===== src/rtl/core/fpr_pkg.sv =====
// ----------------------------------------------------------------------------
// fpr_pkg
// Shared types and constants of the two-fan PWM ramp and tachometer block.
// ----------------------------------------------------------------------------
package fpr_pkg;

    localparam int ACTION_W   = 3;
    localparam int DUTY_W     = 8;
    localparam int EDGE_W     = 2;
    localparam int FAN_W      = 1;
    localparam int RPM_W      = 16;
    localparam int MS_W       = 16;
    localparam int NUMER_W    = 32;
    localparam int CFG_IDX_W  = 2;
    localparam int CFG_DATA_W = 32;
    localparam int NUM_FANS   = 2;

    typedef logic [ACTION_W-1:0]   action_t;
    typedef logic [DUTY_W-1:0]     duty_t;
    typedef logic [EDGE_W-1:0]     edge_mask_t;
    typedef logic [FAN_W-1:0]      fan_sel_t;
    typedef logic [RPM_W-1:0]      rpm_t;
    typedef logic [MS_W-1:0]       ms_t;
    typedef logic [NUMER_W-1:0]    numer_t;
    typedef logic [CFG_IDX_W-1:0]  cfg_idx_t;
    typedef logic [CFG_DATA_W-1:0] cfg_data_t;

    localparam action_t ACT_SET_CONTROL  = 3'd0;
    localparam action_t ACT_SET_OVERRIDE = 3'd1;
    localparam action_t ACT_MS_TICK      = 3'd2;
    localparam action_t ACT_REF_TICK     = 3'd3;
    localparam action_t ACT_RPM_QUERY    = 3'd4;

    localparam cfg_idx_t REG_RAMP_INTERVAL = 2'd0;
    localparam cfg_idx_t REG_NO_SPIN       = 2'd1;
    localparam cfg_idx_t REG_RPM_NUMER     = 2'd2;

    localparam ms_t    RAMP_INTERVAL_RST = 16'd10;
    localparam ms_t    NO_SPIN_RST       = 16'd1000;
    localparam numer_t RPM_NUMER_RST     = 32'd300000;
    localparam ms_t    MS_SAT            = 16'hffff;
    localparam rpm_t   RPM_SAT           = 16'hffff;

    typedef enum logic [1:0] {
        ST_IDLE,
        ST_DIVIDE,
        ST_REPLY
    } fpr_state_t;

    // Tick controls handed from the sequencer to the tachometer counters.
    typedef struct packed {
        logic       ms_tick;
        logic       ref_tick;
        edge_mask_t edge_mask;
    } tach_ctrl_t;

endpackage


===== src/rtl/core/fpr_item_if.sv =====
// ----------------------------------------------------------------------------
// fpr_item_if
// Input item channel: valid/ready handshake with the command payload.
// ----------------------------------------------------------------------------
interface fpr_item_if;
    import fpr_pkg::*;

    logic       valid;
    logic       ready;
    action_t    action;
    duty_t      duty_value;
    edge_mask_t edge_mask;
    fan_sel_t   fan_select;

    modport source (output valid, output action, output duty_value, output edge_mask,
                    output fan_select, input ready);
    modport sink   (input valid, input action, input duty_value, input edge_mask,
                    input fan_select, output ready);
endinterface


===== src/rtl/core/fpr_result_if.sv =====
// ----------------------------------------------------------------------------
// fpr_result_if
// Result channel: valid/ready handshake with duty and speed readings.
// ----------------------------------------------------------------------------
interface fpr_result_if;
    import fpr_pkg::*;

    logic  valid;
    logic  ready;
    duty_t current_duty;
    duty_t target_duty;
    rpm_t  fan_rpm;

    modport source (output valid, output current_duty, output target_duty, output fan_rpm,
                    input ready);
    modport sink   (input valid, input current_duty, input target_duty, input fan_rpm,
                    output ready);
endinterface


===== src/rtl/core/fpr_cfg_if.sv =====
// ----------------------------------------------------------------------------
// fpr_cfg_if
// Configuration write channel: register index and write data.
// ----------------------------------------------------------------------------
interface fpr_cfg_if;
    import fpr_pkg::*;

    logic      valid;
    logic      ready;
    cfg_idx_t  index;
    cfg_data_t data;

    modport source (output valid, output index, output data, input ready);
    modport sink   (input valid, input index, input data, output ready);
endinterface


===== src/rtl/core/fpr_divider.sv =====
// ----------------------------------------------------------------------------
// fpr_divider
// Restoring divider, one quotient bit per cycle, with a saturated rpm result.
// ----------------------------------------------------------------------------
module fpr_divider #(
    parameter int PERIOD_BITS = 16
) (
    input  logic                   clk,
    input  logic                   rst_n,
    input  logic                   start,
    input  fpr_pkg::numer_t        dividend,
    input  logic [PERIOD_BITS-1:0] divisor,
    output logic                   done,
    output fpr_pkg::rpm_t          quotient
);
    import fpr_pkg::*;

    localparam int CNT_W = $clog2(NUMER_W);
    localparam logic [CNT_W-1:0] LAST_STEP = CNT_W'(NUMER_W - 1);

    logic                   busy_reg, busy_next;
    logic                   done_reg, done_next;
    logic [CNT_W-1:0]       count_reg, count_next;
    logic [PERIOD_BITS-1:0] rem_reg, rem_next;
    logic [PERIOD_BITS-1:0] div_reg;
    numer_t                 quo_reg, quo_next;

    logic [PERIOD_BITS:0]   shifted;
    logic [PERIOD_BITS+1:0] trial;
    logic                   borrow;

    // The dividend shifts out of the top of quo_reg while quotient bits enter below.
    assign shifted = {rem_reg, quo_reg[NUMER_W-1]};
    assign trial   = {1'b0, shifted} - {2'b00, div_reg};
    assign borrow  = trial[PERIOD_BITS+1];

    always_comb
    begin
        busy_next  = busy_reg;
        done_next  = 1'b0;
        count_next = count_reg;
        rem_next   = rem_reg;
        quo_next   = quo_reg;
        if (start)
        begin
            busy_next  = 1'b1;
            count_next = '0;
            rem_next   = '0;
            quo_next   = dividend;
        end
        else if (busy_reg)
        begin
            rem_next   = borrow ? shifted[PERIOD_BITS-1:0] : trial[PERIOD_BITS-1:0];
            quo_next   = {quo_reg[NUMER_W-2:0], ~borrow};
            count_next = count_reg + 1'b1;
            if (count_reg == LAST_STEP)
            begin
                busy_next = 1'b0;
                done_next = 1'b1;
            end
        end
    end

    always_ff @(posedge clk or negedge rst_n)
    begin
        if (!rst_n)
        begin
            busy_reg  <= 1'b0;
            done_reg  <= 1'b0;
            count_reg <= '0;
        end
        else
        begin
            busy_reg  <= busy_next;
            done_reg  <= done_next;
            count_reg <= count_next;
        end
    end

    always_ff @(posedge clk)
    begin
        rem_reg <= rem_next;
        quo_reg <= quo_next;
        if (start)
        begin
            div_reg <= divisor;
        end
    end

    assign done     = done_reg;
    assign quotient = (quo_reg[NUMER_W-1:RPM_W] != '0) ? RPM_SAT : quo_reg[RPM_W-1:0];

endmodule


===== src/rtl/core/fpr_tach.sv =====
// ----------------------------------------------------------------------------
// fpr_tach
// Per-fan period counters, latched periods and time since the last tach edge.
// ----------------------------------------------------------------------------
module fpr_tach #(
    parameter int PERIOD_BITS = 16
) (
    input  logic                   clk,
    input  logic                   rst_n,
    input  fpr_pkg::tach_ctrl_t    ctrl,
    input  fpr_pkg::fan_sel_t      fan_select,
    output logic [PERIOD_BITS-1:0] period_sel,
    output fpr_pkg::ms_t           ms_sel
);
    import fpr_pkg::*;

    localparam logic [PERIOD_BITS-1:0] PERIOD_MAX = '1;

    logic [PERIOD_BITS-1:0] running_reg [NUM_FANS];
    logic [PERIOD_BITS-1:0] latched_reg [NUM_FANS];
    ms_t                    since_reg   [NUM_FANS];

    for (genvar i = 0; i < NUM_FANS; i++)
    begin : g_fan
        always_ff @(posedge clk or negedge rst_n)
        begin
            if (!rst_n)
            begin
                running_reg[i] <= '0;
                latched_reg[i] <= '0;
                since_reg[i]   <= '0;
            end
            else if (ctrl.ref_tick)
            begin
                if (ctrl.edge_mask[i])
                begin
                    latched_reg[i] <= running_reg[i];
                    running_reg[i] <= '0;
                    since_reg[i]   <= '0;
                end
                else if (running_reg[i] != PERIOD_MAX)
                begin
                    running_reg[i] <= running_reg[i] + 1'b1;
                end
            end
            else if (ctrl.ms_tick && since_reg[i] != MS_SAT)
            begin
                since_reg[i] <= since_reg[i] + 1'b1;
            end
        end
    end

    assign period_sel = latched_reg[fan_select];
    assign ms_sel     = since_reg[fan_select];

endmodule


===== src/rtl/core/fan_pwm_ramp_and_tach_rpm.sv =====
// ----------------------------------------------------------------------------
// fan_pwm_ramp_and_tach_rpm
// Two-fan PWM duty ramp controller with tachometer speed measurement.
// ----------------------------------------------------------------------------
// Every transaction on item_in yields exactly one transaction on result_out.
// Duty settings, millisecond ticks and reference ticks complete in the cycle
// they are accepted, and their result is registered straight away; the next
// transaction is accepted as soon as the result register is free. An rpm query
// for a running fan waits in ST_DIVIDE and then ST_REPLY before a valid result: the
// quotient comes from a restoring divider that produces one bit of the 32-bit
// numerator per cycle, and item_in stays not ready until that result has been
// registered. A query on a stalled fan or a zero period answers at once.
// Configuration writes are always taken and act immediately.
// ----------------------------------------------------------------------------
module fan_pwm_ramp_and_tach_rpm #(
    parameter int PERIOD_BITS = 16
) (
    input  logic  clk,
    input  logic  rst_n,
    fpr_item_if.sink     item_in,
    fpr_result_if.source result_out,
    fpr_cfg_if.sink      cfg
);
    import fpr_pkg::*;

    fpr_state_t state_reg, state_next;

    ms_t    ramp_interval_reg;
    ms_t    no_spin_reg;
    numer_t rpm_numer_reg;

    duty_t control_reg,  control_next;
    duty_t override_reg, override_next;
    duty_t driven_reg,   driven_next;
    ms_t   ramp_wait_reg, ramp_wait_next;

    logic  out_valid_reg, out_valid_next;
    duty_t out_current_reg, out_current_next;
    duty_t out_target_reg,  out_target_next;
    rpm_t  out_rpm_reg,     out_rpm_next;
    rpm_t  quot_reg,        quot_next;

    logic                   accept;
    logic                   slot_free;
    logic                   div_start;
    logic                   div_done;
    rpm_t                   div_quot;
    tach_ctrl_t             tach_ctrl;
    logic [PERIOD_BITS-1:0] period_sel;
    ms_t                    ms_sel;
    duty_t                  target_cur;
    duty_t                  target_next;
    ms_t                    wait_dec;
    logic                   stalled;

    assign slot_free     = !out_valid_reg || result_out.ready;
    assign item_in.ready = (state_reg == ST_IDLE) && slot_free;
    assign accept        = item_in.valid && item_in.ready;
    assign cfg.ready     = 1'b1;

    assign tach_ctrl.ms_tick   = accept && (item_in.action == ACT_MS_TICK);
    assign tach_ctrl.ref_tick  = accept && (item_in.action == ACT_REF_TICK);
    assign tach_ctrl.edge_mask = item_in.edge_mask;

    fpr_tach #(
        .PERIOD_BITS (PERIOD_BITS)
    ) u_tach (
        .clk        (clk),
        .rst_n      (rst_n),
        .ctrl       (tach_ctrl),
        .fan_select (item_in.fan_select),
        .period_sel (period_sel),
        .ms_sel     (ms_sel)
    );

    fpr_divider #(
        .PERIOD_BITS (PERIOD_BITS)
    ) u_divider (
        .clk      (clk),
        .rst_n    (rst_n),
        .start    (div_start),
        .dividend (rpm_numer_reg),
        .divisor  (period_sel),
        .done     (div_done),
        .quotient (div_quot)
    );

    assign target_cur = (override_reg > control_reg) ? override_reg : control_reg;
    assign wait_dec   = (ramp_wait_reg != '0) ? ramp_wait_reg - 1'b1 : ramp_wait_reg;
    assign stalled    = (period_sel == '0) || (ms_sel > no_spin_reg);

    always_comb
    begin
        state_next       = state_reg;
        control_next     = control_reg;
        override_next    = override_reg;
        driven_next      = driven_reg;
        ramp_wait_next   = ramp_wait_reg;
        quot_next        = quot_reg;
        div_start        = 1'b0;
        out_valid_next   = out_valid_reg && !result_out.ready;
        out_current_next = out_current_reg;
        out_target_next  = out_target_reg;
        out_rpm_next     = out_rpm_reg;

        unique case (state_reg)
            ST_IDLE:
            begin
                if (accept)
                begin
                    unique case (item_in.action)
                        ACT_SET_CONTROL:  control_next  = item_in.duty_value;
                        ACT_SET_OVERRIDE: override_next = item_in.duty_value;
                        ACT_MS_TICK:
                        begin
                            ramp_wait_next = wait_dec;
                            if (wait_dec == '0 && driven_reg != target_cur)
                            begin
                                driven_next    = (target_cur > driven_reg) ?
                                                 driven_reg + 1'b1 : driven_reg - 1'b1;
                                ramp_wait_next = ramp_interval_reg;
                            end
                        end
                        default: ;
                    endcase

                    if (item_in.action == ACT_RPM_QUERY && !stalled)
                    begin
                        div_start  = 1'b1;
                        state_next = ST_DIVIDE;
                    end
                    else
                    begin
                        out_valid_next   = 1'b1;
                        out_current_next = driven_next;
                        out_target_next  = target_next;
                        out_rpm_next     = '0;
                    end
                end
            end

            ST_DIVIDE:
            begin
                if (div_done)
                begin
                    quot_next  = div_quot;
                    state_next = ST_REPLY;
                end
            end

            ST_REPLY:
            begin
                if (slot_free)
                begin
                    out_valid_next   = 1'b1;
                    out_current_next = driven_reg;
                    out_target_next  = target_cur;
                    out_rpm_next     = quot_reg;
                    state_next       = ST_IDLE;
                end
            end

            default: state_next = ST_IDLE;
        endcase
    end

    assign target_next = (override_next > control_next) ? override_next : control_next;

    always_ff @(posedge clk or negedge rst_n)
    begin
        if (!rst_n)
        begin
            state_reg     <= ST_IDLE;
            control_reg   <= '0;
            override_reg  <= '0;
            driven_reg    <= '0;
            ramp_wait_reg <= '0;
            out_valid_reg <= 1'b0;
        end
        else
        begin
            state_reg     <= state_next;
            control_reg   <= control_next;
            override_reg  <= override_next;
            driven_reg    <= driven_next;
            ramp_wait_reg <= ramp_wait_next;
            out_valid_reg <= out_valid_next;
        end
    end

    always_ff @(posedge clk or negedge rst_n)
    begin
        if (!rst_n)
        begin
            ramp_interval_reg <= RAMP_INTERVAL_RST;
            no_spin_reg       <= NO_SPIN_RST;
            rpm_numer_reg     <= RPM_NUMER_RST;
        end
        else if (cfg.valid && cfg.ready)
        begin
            unique case (cfg.index)
                REG_RAMP_INTERVAL: ramp_interval_reg <= cfg.data[MS_W-1:0];
                REG_NO_SPIN:       no_spin_reg       <= cfg.data[MS_W-1:0];
                REG_RPM_NUMER:     rpm_numer_reg     <= cfg.data[NUMER_W-1:0];
                default: ;
            endcase
        end
    end

    always_ff @(posedge clk)
    begin
        out_current_reg <= out_current_next;
        out_target_reg  <= out_target_next;
        out_rpm_reg     <= out_rpm_next;
        quot_reg        <= quot_next;
    end

    assign result_out.valid        = out_valid_reg;
    assign result_out.current_duty = out_current_reg;
    assign result_out.target_duty  = out_target_reg;
    assign result_out.fan_rpm      = out_rpm_reg;

endmodule


===== src/flat_wrapper.sv =====
// flat-port wrapper written by rule: the top's interface ports become plain ports
module fan_pwm_ramp_and_tach_rpm_flat import fpr_pkg::*;
#(
    parameter int PERIOD_BITS = 16
)
  (clk, rst_n, item_in_valid, item_in_action, item_in_duty_value, item_in_edge_mask, item_in_fan_select, item_in_ready, result_out_valid, result_out_current_duty, result_out_target_duty, result_out_fan_rpm, result_out_ready, cfg_valid, cfg_index, cfg_data, cfg_ready);
  fpr_item_if item_in_i ();
  fpr_result_if result_out_i ();
  fpr_cfg_if cfg_i ();
  input  logic clk;
  input  logic rst_n;
  input wire logic [$bits(item_in_i.valid)-1:0] item_in_valid;
  input wire logic [$bits(item_in_i.action)-1:0] item_in_action;
  input wire logic [$bits(item_in_i.duty_value)-1:0] item_in_duty_value;
  input wire logic [$bits(item_in_i.edge_mask)-1:0] item_in_edge_mask;
  input wire logic [$bits(item_in_i.fan_select)-1:0] item_in_fan_select;
  output wire logic [$bits(item_in_i.ready)-1:0] item_in_ready;
  output wire logic [$bits(result_out_i.valid)-1:0] result_out_valid;
  output wire logic [$bits(result_out_i.current_duty)-1:0] result_out_current_duty;
  output wire logic [$bits(result_out_i.target_duty)-1:0] result_out_target_duty;
  output wire logic [$bits(result_out_i.fan_rpm)-1:0] result_out_fan_rpm;
  input wire logic [$bits(result_out_i.ready)-1:0] result_out_ready;
  input wire logic [$bits(cfg_i.valid)-1:0] cfg_valid;
  input wire logic [$bits(cfg_i.index)-1:0] cfg_index;
  input wire logic [$bits(cfg_i.data)-1:0] cfg_data;
  output wire logic [$bits(cfg_i.ready)-1:0] cfg_ready;
  assign item_in_i.valid = item_in_valid;
  assign item_in_i.action = item_in_action;
  assign item_in_i.duty_value = item_in_duty_value;
  assign item_in_i.edge_mask = item_in_edge_mask;
  assign item_in_i.fan_select = item_in_fan_select;
  assign item_in_ready = item_in_i.ready;
  assign result_out_valid = result_out_i.valid;
  assign result_out_current_duty = result_out_i.current_duty;
  assign result_out_target_duty = result_out_i.target_duty;
  assign result_out_fan_rpm = result_out_i.fan_rpm;
  assign result_out_i.ready = result_out_ready;
  assign cfg_i.valid = cfg_valid;
  assign cfg_i.index = cfg_index;
  assign cfg_i.data = cfg_data;
  assign cfg_ready = cfg_i.ready;
  fan_pwm_ramp_and_tach_rpm #(.PERIOD_BITS(PERIOD_BITS)) u_core (.clk(clk), .rst_n(rst_n), .item_in(item_in_i), .result_out(result_out_i), .cfg(cfg_i));
endmodule

===== config.mk =====
export PLATFORM = sky130hd
export DESIGN_NAME = fan_pwm_ramp_and_tach_rpm_flat
export DESIGN_NICKNAME = d
export VERILOG_FILES = /design/src/rtl/core/fpr_pkg.sv /design/src/rtl/core/fpr_item_if.sv /design/src/rtl/core/fpr_result_if.sv /design/src/rtl/core/fpr_cfg_if.sv /design/src/rtl/core/fpr_divider.sv /design/src/rtl/core/fpr_tach.sv /design/src/rtl/core/fan_pwm_ramp_and_tach_rpm.sv /design/src/flat_wrapper.sv
export SDC_FILE = /design/constraint.sdc
export NUM_CORES = 1
export LEC_CHECK = 0
export ABC_AREA = 1
export BUFFER_PORTS_ARGS = -buffer_cell sky130_fd_sc_hd__buf_4
export CORE_UTILIZATION = 45
export CTS_CLUSTER_DIAMETER = 120
export DETAILED_ROUTE_END_ITERATION = 10
export PLACE_DENSITY = 0.7
export SLEW_MARGIN = 20
export SYNTH_ARGS = -nofsm -noshare
export SYNTH_HDL_FRONTEND = slang
export SYNTH_SLANG_ARGS = --single-unit

===== constraint.sdc =====
create_clock -name clk -period 12.05 [get_ports clk]
set_clock_uncertainty 0.2 [all_clocks]
set_input_delay 1.205 -clock clk [delete_from_list [all_inputs] [get_ports clk]]
set_output_delay 1.205 -clock clk [all_outputs]
set_load 0.02 [all_outputs]

* After elaboration in Yosys (flattened, before gate mapping)
Cells that the tools add are included.
** Cells by class
- Add/subtract/negate cells :: 9
- Magnitude comparators :: 5
- Eq/ne operators :: 21
- Multiplexer cells :: 64
- Bitwise gates (word level) :: 2
- Reductions and logical operators :: 41
** Operators by type and width (number)
- $mux 16 :: 22
- $mux 8 :: 17
- $add 16x1->16 const B :: 4
- $mux 32 :: 2
- $ne 16x16->1 const B :: 4
- $logic_not 16->1 :: 2
- $pmux 16 s2 :: 1
- $pmux 8 s2 :: 2
- $reduce_bool 16->1 :: 2
- $gt 8x8->1 :: 3
- $reduce_and 2->1 :: 11
- $sub 17x16->18 :: 1
- $gt 16x16->1 :: 1
- $sub 16x1->16 const B :: 1
- $mux 1 :: 12
- $reduce_bool 2->1 :: 6
- $mux 5 :: 2
- $ne 2x2->1 const B :: 5
- $logic_and 1x1->1 :: 9
- $add 8x1->8 const B :: 1
- $mux 2 :: 4
- $ne 8x8->1 :: 1
- $reduce_and 4->1 :: 2
- $sub 8x1->8 const B :: 1
- other kinds (18) :: 26
** Storage, ports and cells
- Flip-flop bits (word level) :: 322
- Input port bits :: 53
- Output and inout bits :: 35
- Word-level logic and storage cells :: 167

* Logic depth before layout (Yosys ltp)
Gate-level depths: netlist (run 1).
- Word-level depth :: 12
- Mapped depth :: 30
- Depth with buffers taken out :: 29

* By module
A second synthesis (run 1) with hierarchy kept.
** Unflattened totals
- Cells, all modules :: 2231
- Area total of the unflattened synthesis :: 17972.2 sq um
** By module, submodules not included
- fan_pwm_ramp_and_tach_rpm :: instances 1, cells each 969, area an instance 8321.7 sq um, sequential area each 4139.0 sq um
- fpr_tach :: instances 1, cells each 734, area an instance 5486.5 sq um, sequential area each 2402.3 sq um
- fpr_divider :: instances 1, cells each 528, area an instance 4164.0 sq um, sequential area each 1936.9 sq um

* Least setup slack after synthesis (run 1)
Ideal clock, no wire load.
- Path type :: input port to flip-flop
- Start :: input port item_in_fan_select
- End :: register u_core.out_current_reg[0] (netlist: u_core.result_out.current_duty[0]), enable pin
- Library setup time :: 0.432 ns
- Data arrival time :: 4.539 ns
- Data required time :: 11.418 ns
- Path slack :: 6.879 ns
- Cell stages on the path :: 13
- Buffers on the path :: 3
- Cells stage by stage :: buf_2 buf_2 clkbuf_1 o21ai_0 ha_1 nand2_1 nor4_1 o31ai_1 nand2_1 nand2_1 nand2_1 nand2_1 a21oi_1
** On the way
- Word-level cells in the longest chain between the ends :: 10
- Elaborated cells between the ends (all ways) :: 14
- Classes of those cells :: order compare (1); eq/ne (1); mux (6); bitwise (1); reduce/logical (5)
** Ends and longest elaborated chain
- start, declared :: RTL line flat_wrapper.sv:16 : input wire logic [$bits(item_in_i.fan_select)-1:0] item_in_fan_select;
- $not 1->2 (implied by the code) (*) :: RTL line fpr_tach.sv:53, fpr_tach.sv:54
- $mux 16 (on tied branches) (3 in series) :: RTL line fpr_tach.sv:54, fpr_tach.sv:53
- $gt 16x16->1 / $logic_not 16->1 (equally long branches) :: RTL line fan_pwm_ramp_and_tach_rpm.sv:90 : assign stalled = (period_sel == '0) || (ms_sel > no_spin_reg);
- $logic_or 1x1->1 (*) :: RTL line fan_pwm_ramp_and_tach_rpm.sv:90
- $logic_not 1->1 (*) :: RTL line fan_pwm_ramp_and_tach_rpm.sv:127 : if (item_in.action == ACT_RPM_QUERY && !stalled)
- $logic_and 1x1->1 (*) :: RTL line fan_pwm_ramp_and_tach_rpm.sv:127
- $ne 2x2->1 (no line) (*)
- $reduce_and 4->1 (no line) (*)
- end signal, assigned :: RTL line fan_pwm_ramp_and_tach_rpm.sv:212 : out_current_reg <= out_current_next;
- end, declared :: RTL line fan_pwm_ramp_and_tach_rpm.sv:38 : duty_t out_current_reg, out_current_next;
Every way passes the cells marked *; elsewhere a longest branch is shown, timed or not. The select of a mux whose other input is x is not followed.
A chain may end at the register's enable or synchronous reset.

* Final worst setup path (run 1)
- Start :: register u_core.override_reg[7]
- End :: register u_core.out_current_reg[5] (netlist: u_core.result_out.current_duty[5]) (data pin)
** On the way
- Word-level cells in the longest chain between the ends :: 9
- Elaborated cells between the ends (all ways) :: 11
- Classes of those cells :: order compare (2); eq/ne (1); mux (7); reduce/logical (1)
** Ends and longest elaborated chain
- start, declared :: RTL line fan_pwm_ramp_and_tach_rpm.sv:33 : duty_t override_reg, override_next;
- start signal, assigned :: RTL line fan_pwm_ramp_and_tach_rpm.sv:184 : override_reg <= override_next;
- $gt 8x8->1 :: RTL line fan_pwm_ramp_and_tach_rpm.sv:88 : assign target_cur = (override_reg > control_reg) ? override_reg : control_reg;
- $mux 8 (*) :: RTL line fan_pwm_ramp_and_tach_rpm.sv:88
- $gt 8x8->1 / $ne 8x8->1 (equally long branches) :: RTL line fan_pwm_ramp_and_tach_rpm.sv:119, fan_pwm_ramp_and_tach_rpm.sv:117
- $mux 8 / $logic_and 1x1->1 (equally long branches) :: RTL line fan_pwm_ramp_and_tach_rpm.sv:119, fan_pwm_ramp_and_tach_rpm.sv:117
- $mux 8 (*) :: RTL line fan_pwm_ramp_and_tach_rpm.sv:117 : if (wait_dec == '0 && driven_reg != target_cur)
- $mux 8 (*) :: RTL line fan_pwm_ramp_and_tach_rpm.sv:111 : unique case (item_in.action)
- $mux 8 (*) :: RTL line fan_pwm_ramp_and_tach_rpm.sv:127
- $mux 8 (*) :: RTL line fan_pwm_ramp_and_tach_rpm.sv:109 : if (accept)
- $pmux 8 s2 (*) :: RTL line fan_pwm_ramp_and_tach_rpm.sv:106 : unique case (state_reg)
- via u_core.out_current_next[5] :: RTL line fan_pwm_ramp_and_tach_rpm.sv:38
Mark *: on every way through the listed nets, which the timed path passes. The rest lies on a longest branch. The select of a mux whose other input is x is not followed.

==> summary.txt, run 1 <==
GRT
  – Largest net degree at the start of global routing: 94
  – Total gr overflow: 0
  – First-pass GRT wire length: 63.7 mm
  – Vias in the first global route: 13,070
  – Total track usage: 0.202
  – Initial antenna violation count: 0

Place
  – Hpwl dp: 27.0 mm
  – DP Area: 18,200 µm²
  – DP Worst Slack: 6.94 ns
  – GPL Wtd Cong: 0.901
  – Port-buffer cells: 86

Pwr
  – Sequential power share: 0.369
  – Power share of the combinational group: 0.399
  – Final Power: 4.86 mW
  – Net switching power: 1.92 mW
  – Net Sw Frac: 0.395
  – Leak: 8.91 nW
  – Worst vdd ir: 0.000117 V
  – Power Internal: 2.94 mW
  – Clk pwr share: 0.233
  – Power density over the cells: 251 nW/µm²

STA
  – RSZ-0062 raised after global routing: no
  – Minimum hold slack: 0.279 ns
  – TNS Setup: 0 ns
  – Fin. Hold Viols: 0
  – Tmin final: 5.04 ns
  – Fmax: 198 MHz
  – Final setup fails: 0
  – Worst slew pin tran: 1.10 ns
  – Slew headroom: 0.265
  – Worst Slack Setup Final: 7.01 ns
  – Slew Viols, Final: 0
  – Fin crit share: 0.418

Synth
  – Net Count, Synth: 2,171
  – Largest area contributor in the netlist: dfrtp_1
  – Ranking of synthesized cells by area: dfrtp_1 (28%), edfxtp_1 (17%), nand2_1 (11%)
  – Register bit total from synthesis: 322
  – Syn avg cell area: 8.37 µm²
  – Cell Area, Synth: 17,100 µm²
  – Share of the synthesized area in the top cell type: 0.284
  – Yosys warns: 0
  – Synth async-reset ratio: 0.652
  – Sequential area share after synthesis: 0.495
  – Library cells used by synthesis: 56
  – Gate Count Post-Synth: 2,045
  – Synth Flop Type: dfrtp_1
  – EDFF count, synth: 96

Routing
  – DR vias/cell: 5.11
  – Via count: 13,536
  – DRC viols: 0
  – Wirelength, routed: 38.4 mm
  – Pre-antenna DRT Iters: 5
  – Routed len/inst: 14.5 µm
  – Post-route antenna net violation count: 0
  – Starting DRT DRC Count: 1,024

Final layout
  – Area delta synth->final: 13.3%
  – Fillers: 3,436
  – N_diodes: 0
  – Layout cells sized above 1: 0.118
  – Nets: 2,237
  – Final Cell Area: 19,400 µm²

Floorplan
  – Top Ports: 88
  – Die width: 197 µm
  – Initial core utilization: 0.456
  – Die ar.: 38,800 µm²
  – Core box area: 37,600 µm²
  – Die height: 197 µm
  – Row count: 71

Clock network
  – Clk sink count: 322
  – Hold-fix buffers, CTS: 0
  – TritonCTS Buffers: 36
  – Clock buffer depth: 3
  – Root Driver: clkbuf_16
  – Clk_lat worst skew: 0.53 ns
  – Post-CTS sizing: 0
  – CTS H-tree lvls: 2
  – CTS tree: done
  – Post-CTS Setup Inserts: 0
  – Clock slew at the register clock pins of the worst setup and hold paths: 0.06 ns

Min path
  – Hold Path Class: reg2reg

Critical path
  – CP max-delay cell: o21ai_1
  – CP cell instances: ha_1 > nand2_1 > nor2_1 > nand3_1 > o21ai_1 > o21ai_0 > ha_1 > a21oi_1 > nor2_1 > nor3b_1 > a21oi_1 > inv_1 > ha_1 > a21oi_1 > nand2_1 > a21oi_1 > o21ai_0 > xnor2_1 > nand3_2 > nand3_1 > nand2_1
  – Crit end category: register
  – CP Max Fanout: 16
  – Req. time, crit path: 12.12 ns
  – Critical path's most frequent cell: a21oi_1
  – Setup Crit Path Kind: reg2reg
  – Flop2flop setup slack: 7.01 ns
  – CP arrival: 5.11 ns
  – Critical path startpoint category: register
  – Crit-path max cell delay: 0.73 ns

Flow run
  – Max-Cap Viols: 0

Run status
  – Status: finished clean
## cell families (layout without fill, tap and decap cells)
logic type / count (synthesis) / in the layout / share of synthesized area
AND/OR/NAND/NOR: 851 / 851 / 0.215
AO/OA/AOI/OAI: 384 / 384 / 0.122
buffers and inverters: 359 / 453 / 0.0830
flip-flops: 322 / 322 / 0.495
adder cells (fa/ha/maj): 73 / 73 / 0.0542
XOR/XNOR: 35 / 35 / 0.0179
multiplexers: 20 / 20 / 0.0131
other: 1 / 1 / 0.000219
## area by class of cell
| cell class | instances | area, µm² | share of cell area |
|---|---|---|---|
| clock inverter | 19 | 218 | 0.0112 |
| multi-input combinational | 1364 | 7250 | 0.374 |
| sequential | 322 | 8480 | 0.437 |
| tap | 511 | 639 | 0.0330 |
| clock buffer | 47 | 1000 | 0.0517 |
| timing repair buffer | 94 | 712 | 0.0367 |
| inverter | 293 | 1100 | 0.0567 |
## per-stage QoR
stage | cells | util
finish | 2650 | 0.516
global route | 2650 | 0.516
CTS | 2650 | 0.516
detailed placement | 2584 | 0.484
global placement | 2584 | 0.484
floorplan | 2045 | -
## cell usage after synthesis (6+ instances only)
library cell	instances
xnor2_1	11
nand2_2	9
o21ai_0	213
nand2_1	517
nor4_1	10
mux2_2	19
nand3_2	9
nor2_1	129
clkbuf_1	35
o21ai_1	18
nor2_2	11
a21oi_1	94
o22ai_1	14
o21a_1	10
dfrtp_1	194
dfstp_2	16
o31ai_1	6
a31oi_1	7
edfxtp_1	96
nand3_1	98
buf_2	17
nor2_4	7
xor2_1	24
nand4_1	20
dfxtp_1	16
nor3_1	22
inv_2	12
ha_1	71
inv_1	280
## power groups by stage
stage               Combinational (mW)  Sequential, mW  Clock (mW)
floorplan                         1.44            1.77           0
global placement                  1.85            1.80           0
detailed placement                1.92            1.80           0
CTS                               1.94            1.79        1.15
global route                      2.24            1.83        1.20
finish                            1.94            1.79        1.13
## worst max-delay path, delay by kind of cell (launching register included)
| kind | cells | cell delay, ns |
|---|---|---|
| compound gates | 7 | 1.71 |
| buf+inv | 1 | 0.25 |
| fa+ha+maj | 3 | 1.01 |
| simple gates | 9 | 1.01 |
| xor+xnor | 1 | 0.19 |
| flops | 1 | 0.40 |
## path summary, 6_finish.rpt
| path | startpoint | endpoint | cells past startpoint |
|---|---|---|---|
| min | u_core.u_tach.running_reg[9] | u_core.u_tach.running_reg[9] | 1 |
| min in group asynchronous | rst_n | u_core.rpm_numer_reg[31] | 1 |
| max reg2reg | u_core.override_reg[7] | u_core.result_out.current_duty[5] | 21 |
| max in group asynchronous | rst_n | u_core.ramp_wait_reg[6] | 3 |
| min reg2reg | u_core.u_tach.running_reg[9] | u_core.u_tach.running_reg[9] | 1 |
| max | u_core.override_reg[7] | u_core.result_out.current_duty[5] | 21 |
## per-layer routing
layer,global-route usage,vias to the layer above,wire (µm)
met5,0,-,0
met4,0.0683,0,1050
met3,0.0248,66,1650
met2,0.330,305,17300
met1,0.278,6323,18300
li1,-,6842,-
## layout by cell type (no fill, tap or decap), types with 10 or more instances in the layout
| cell | instances |
|---|---|
| inv_1 | 280 |
| inv_2 | 12 |
| xnor2_1 | 11 |
| dfstp_2 | 16 |
| clkbuf_16 | 37 |
| nand4_1 | 20 |
| mux2_2 | 19 |
| xor2_1 | 24 |
| dfrtp_1 | 194 |
| nor2_2 | 12 |
| nor3_1 | 22 |
| o22ai_1 | 14 |
| buf_4 | 93 |
| nand3_1 | 97 |
| nand2_1 | 517 |
| dfxtp_1 | 16 |
| o21ai_0 | 213 |
| o21ai_1 | 18 |
| nor2_1 | 128 |
| edfxtp_1 | 96 |
| a21oi_1 | 93 |
| ha_1 | 71 |
| nand3_2 | 10 |
| o21a_1 | 10 |
Note: power is estimated with default switching activity, not from simulation.
==> inputs of run 2 (changes only) <==
--- a/config.mk
+++ b/config.mk
@@ -5,12 +5,12 @@
 export SDC_FILE = /design/constraint.sdc
 export NUM_CORES = 1
 export LEC_CHECK = 0
-export ABC_AREA = 1
+export ABC_AREA = 0
 export BUFFER_PORTS_ARGS = -buffer_cell sky130_fd_sc_hd__buf_4
 export CORE_UTILIZATION = 45
 export CTS_CLUSTER_DIAMETER = 120
 export DETAILED_ROUTE_END_ITERATION = 10
-export PLACE_DENSITY = 0.7
+export PLACE_DENSITY = 0.72
 export SLEW_MARGIN = 20
 export SYNTH_ARGS = -nofsm -noshare
 export SYNTH_HDL_FRONTEND = slang
==> constraint.sdc (replaced) <==
create_clock -name clk -period 4.45 [get_ports clk]
set_clock_uncertainty 0.2 [all_clocks]
set_input_delay 0.445 -clock clk [delete_from_list [all_inputs] [get_ports clk]]
set_output_delay 0.445 -clock clk [all_outputs]
set_load 0.02 [all_outputs]
==> run 2 against run 1 <==
The run now ends with setup timing left. Synthesized area fell by 2.2%. Global-route usage grew 0.69 points. Non-clock buffer count rose by 106.
==> summary.txt, run 2 <==
Floorplan
  – Core box area: 36,600 µm²
  – Initial core utilization: 0.457
  – Die width: 195 µm
  – Die ar.: 38,000 µm²
  – Die height: 195 µm
  – Row count: 70
  – Top Ports: 88

Synth
  – Synth Area in Compound Gates: 0.0991
  – Yosys warns: 0
  – Syn avg cell area: 10.7 µm²
  – Synth async-reset ratio: 0.652
  – Library cells used by synthesis: 77
  – Net Count, Synth: 1,689
  – Ranking of synthesized cells by area: dfrtp_1 (29%), edfxtp_1 (17%), mux2_2 (9.5%)
  – Sequential area share after synthesis: 0.506
  – Adder-Cell Fraction of Synth Area: 0.0555
  – Largest area contributor in the netlist: dfrtp_1
  – Synth Area in Simple Gates: 0.164
  – Commonest cells post-synth: nand2_1 (199), dfrtp_1 (194), mux2_2 (141)
  – Main combinational cell family by area after synthesis: simple AND/OR/NAND/NOR gates
  – EDFF count, synth: 96
  – Most numerous cell in the Yosys netlist: nand2_1
  – Post-synthesis xor/xnor area fraction: 0.0256
  – Register bit total from synthesis: 322
  – Cell Area, Synth: 16,700 µm²
  – Synth Flop Type: dfrtp_1
  – Gate Count Post-Synth: 1,563
  – Share of the synthesized area in the top cell type: 0.290
  – Post-synthesis mux area share: 0.115

Pwr
  – Power Internal: 8.41 mW
  – Power density over the cells: 639 nW/µm²
  – Worst vdd ir: 0.000462 V
  – Clk pwr share: 0.238
  – Net switching power: 4.66 mW
  – Leak: 9.06 nW
  – Final Power: 13.1 mW
  – Net Sw Frac: 0.356
  – Power share of the combinational group: 0.442
  – Sequential power share: 0.320

STA
  – Fmax: 205 MHz
  – Fin. Hold Viols: 0
  – Tmin final: 4.87 ns
  – Worst slew pin tran: 1.06 ns
  – RSZ-0062 raised after global routing: yes
  – Final setup fails: 22
  – Slew headroom: 0.289
  – Worst Slack Setup Final: -0.423 ns
  – Fin crit share: 1.10
  – Slew Viols, Final: 0
  – Minimum hold slack: 0.0209 ns

Final layout
  – Register area: 8480 µm²
  – Area delta synth->final: 22.1%
  – Nets: 1,864
  – Fillers: 3,038
  – Commonest cells after routing, fill and taps aside: nand2_1 (198), dfrtp_1 (194), buf_4 (148), mux2_2 (136), nor2_1 (99)
  – Core Util, Final: 0.558
  – N_diodes: 0
  – Layout cells sized above 1: 0.271
  – Commonest non-fill, non-tap cell in the layout: nand2_1
  – Area of the multi-input gates: 8120 µm²
  – Final Cell Area: 20,400 µm²

Routing
  – Pre-antenna DRT Iters: 5
  – DRC viols: 0
  – Via count: 12,532
  – Starting DRT DRC Count: 835
  – Post-route antenna net violation count: 0
  – Wirelength, routed: 39.2 mm
  – Routed len/inst: 17.6 µm
  – DR vias/cell: 5.61

Critical path
  – CP cell instances: inv_2 > ha_4 > nor2b_4 > o21a_1 > o21a_1 > o21ai_2 > or3b_4 > nand2_8 > mux2_4 > ha_4 > nor2b_1 > o211ai_1 > a21oi_2 > o21ai_4 > buf_6 > fa_2 > a21o_1 > a21oi_2 > o21bai_1 > a21oi_1 > xnor2_1 > mux2_4
  – Crit end category: register
  – Setup Crit Path Kind: reg2reg
  – Crit-path max cell delay: 0.43 ns
  – CP Max Fanout: 8
  – CP arrival: 4.96 ns
  – CP max-delay cell: or3b_4
  – Req. time, crit path: 4.54 ns
  – Critical path startpoint category: register

Place
  – Hpwl dp: 26.9 mm
  – DP Area: 18,400 µm²
  – GPL Wtd Cong: 0.890
  – Port-buffer cells: 86

Clock network
  – Clk_lat worst skew: 0.55 ns
  – CTS tree: done
  – Root Driver: clkbuf_16
  – CTS H-tree lvls: 2
  – TritonCTS Buffers: 36
  – Clock slew at the register clock pins of the worst setup and hold paths: 0.06 ns
  – Clk sink count: 322
  – Clock buffer depth: 3

GRT
  – Total gr overflow: 0
  – Total track usage: 0.209
  – Initial antenna violation count: 1
  – Largest net degree at the start of global routing: 103
  – Vias in the first global route: 12,598
  – First-pass GRT wire length: 64.4 mm

Min path
  – Hold Path Class: in2reg

Run status
  – Violated checks: setup timing
  – Status: complete, but fails checks

Flow run
  – Max-Cap Viols: 0
run 2: kinds of logic (layout without fill, tap and decap cells):
group	after synthesis	count (layout)
AND/OR/NAND/NOR	557	557
AO/OA/AOI/OAI	249	249
flip-flops	322	322
buffers and inverters	139	341
XOR/XNOR	49	49
adder cells (fa/ha/maj)	73	73
other	1	1
multiplexers	173	173
run 2: cell type report:
class,instances,share of cell area
Clock buffer,51,0.0502
Clock inverter,14,0.0116
Inverter,76,0.0140
Multi-Input combinational cell,1102,0.397
Sequential cell,322,0.415
Tap cell,468,0.0286
Timing Repair Buffer,200,0.0837
run 2: stage by stage:
stage | instances | setup WS (ns) | setup TNS [ns]
4_1_cts | 2228 | -0.401 | -2.48
6_report | 2233 | -0.423 | -2.55
5_1_grt | 2233 | -0.614 | -7.79
3_5_place_dp | 2118 | -0.534 | -7.68
3_3_place_gp | 2118 | -0.398 | -4.38
2_1_floorplan | 1563 | -0.464 | -1.85
run 2: power by group through the flow:
| stage | sequential (mW) | combinational (mW) | clock, mW |
|---|---|---|---|
| global placement | 4.18 | 4.84 | 0 |
| finish | 4.18 | 5.78 | 3.11 |
| detailed placement | 4.21 | 5.03 | 0 |
| floorplan | 4.21 | 3.34 | 0 |
| global route | 4.25 | 6.34 | 3.28 |
| CTS | 4.16 | 5.53 | 3.18 |
run 2: repair_timing:
item                                   CTS  global route
gates resized for setup                 38            32
endpoints found under the hold margin  126             0
pin swaps                               29            21
hold buffers                            36             0
setup endpoints to repair               32            32
buffers inserted                        11             7
run 2: final timing paths:
kind	startpoint	to	slack (ns)	cells past startpoint
max in group asynchronous	rst_n	u_core.no_spin_reg[9]	2.74	3
setup / recovery	u_core.control_reg[1]	u_core.result_out.current_duty[6]	-0.42	22
hold reg to reg	u_core.u_tach.latched_reg[5]	u_core.u_tach.latched_reg[5]	0.28	2
setup reg to reg	u_core.control_reg[1]	u_core.result_out.current_duty[6]	-0.42	22
min in group asynchronous	rst_n	u_core.control_reg[2]	0.30	2
hold / removal	cfg_data[5]	u_core.rpm_numer_reg[5]	0.02	2
run 2: routing by layer:
layer / share of wire / vias up / track usage
met5: 0 / - / 0
met4: 0.033 / 0 / 0.0822
met3: 0.047 / 81 / 0.0321
met2: 0.46 / 325 / 0.338
met1: 0.46 / 6139 / 0.281
li1: - / 5987 / -
run 2: critical path, delay by kind of cell, from the launching register on:
family	cells	cell delay, ns
AO/OA/AOI/OAI	10	1.50
XOR/XNOR	1	0.11
adder cells (fa/ha/maj)	3	0.83
buffers and inverters	2	0.22
flip-flops	1	0.39
multiplexers	2	0.60
AND/OR/NAND/NOR	4	0.78
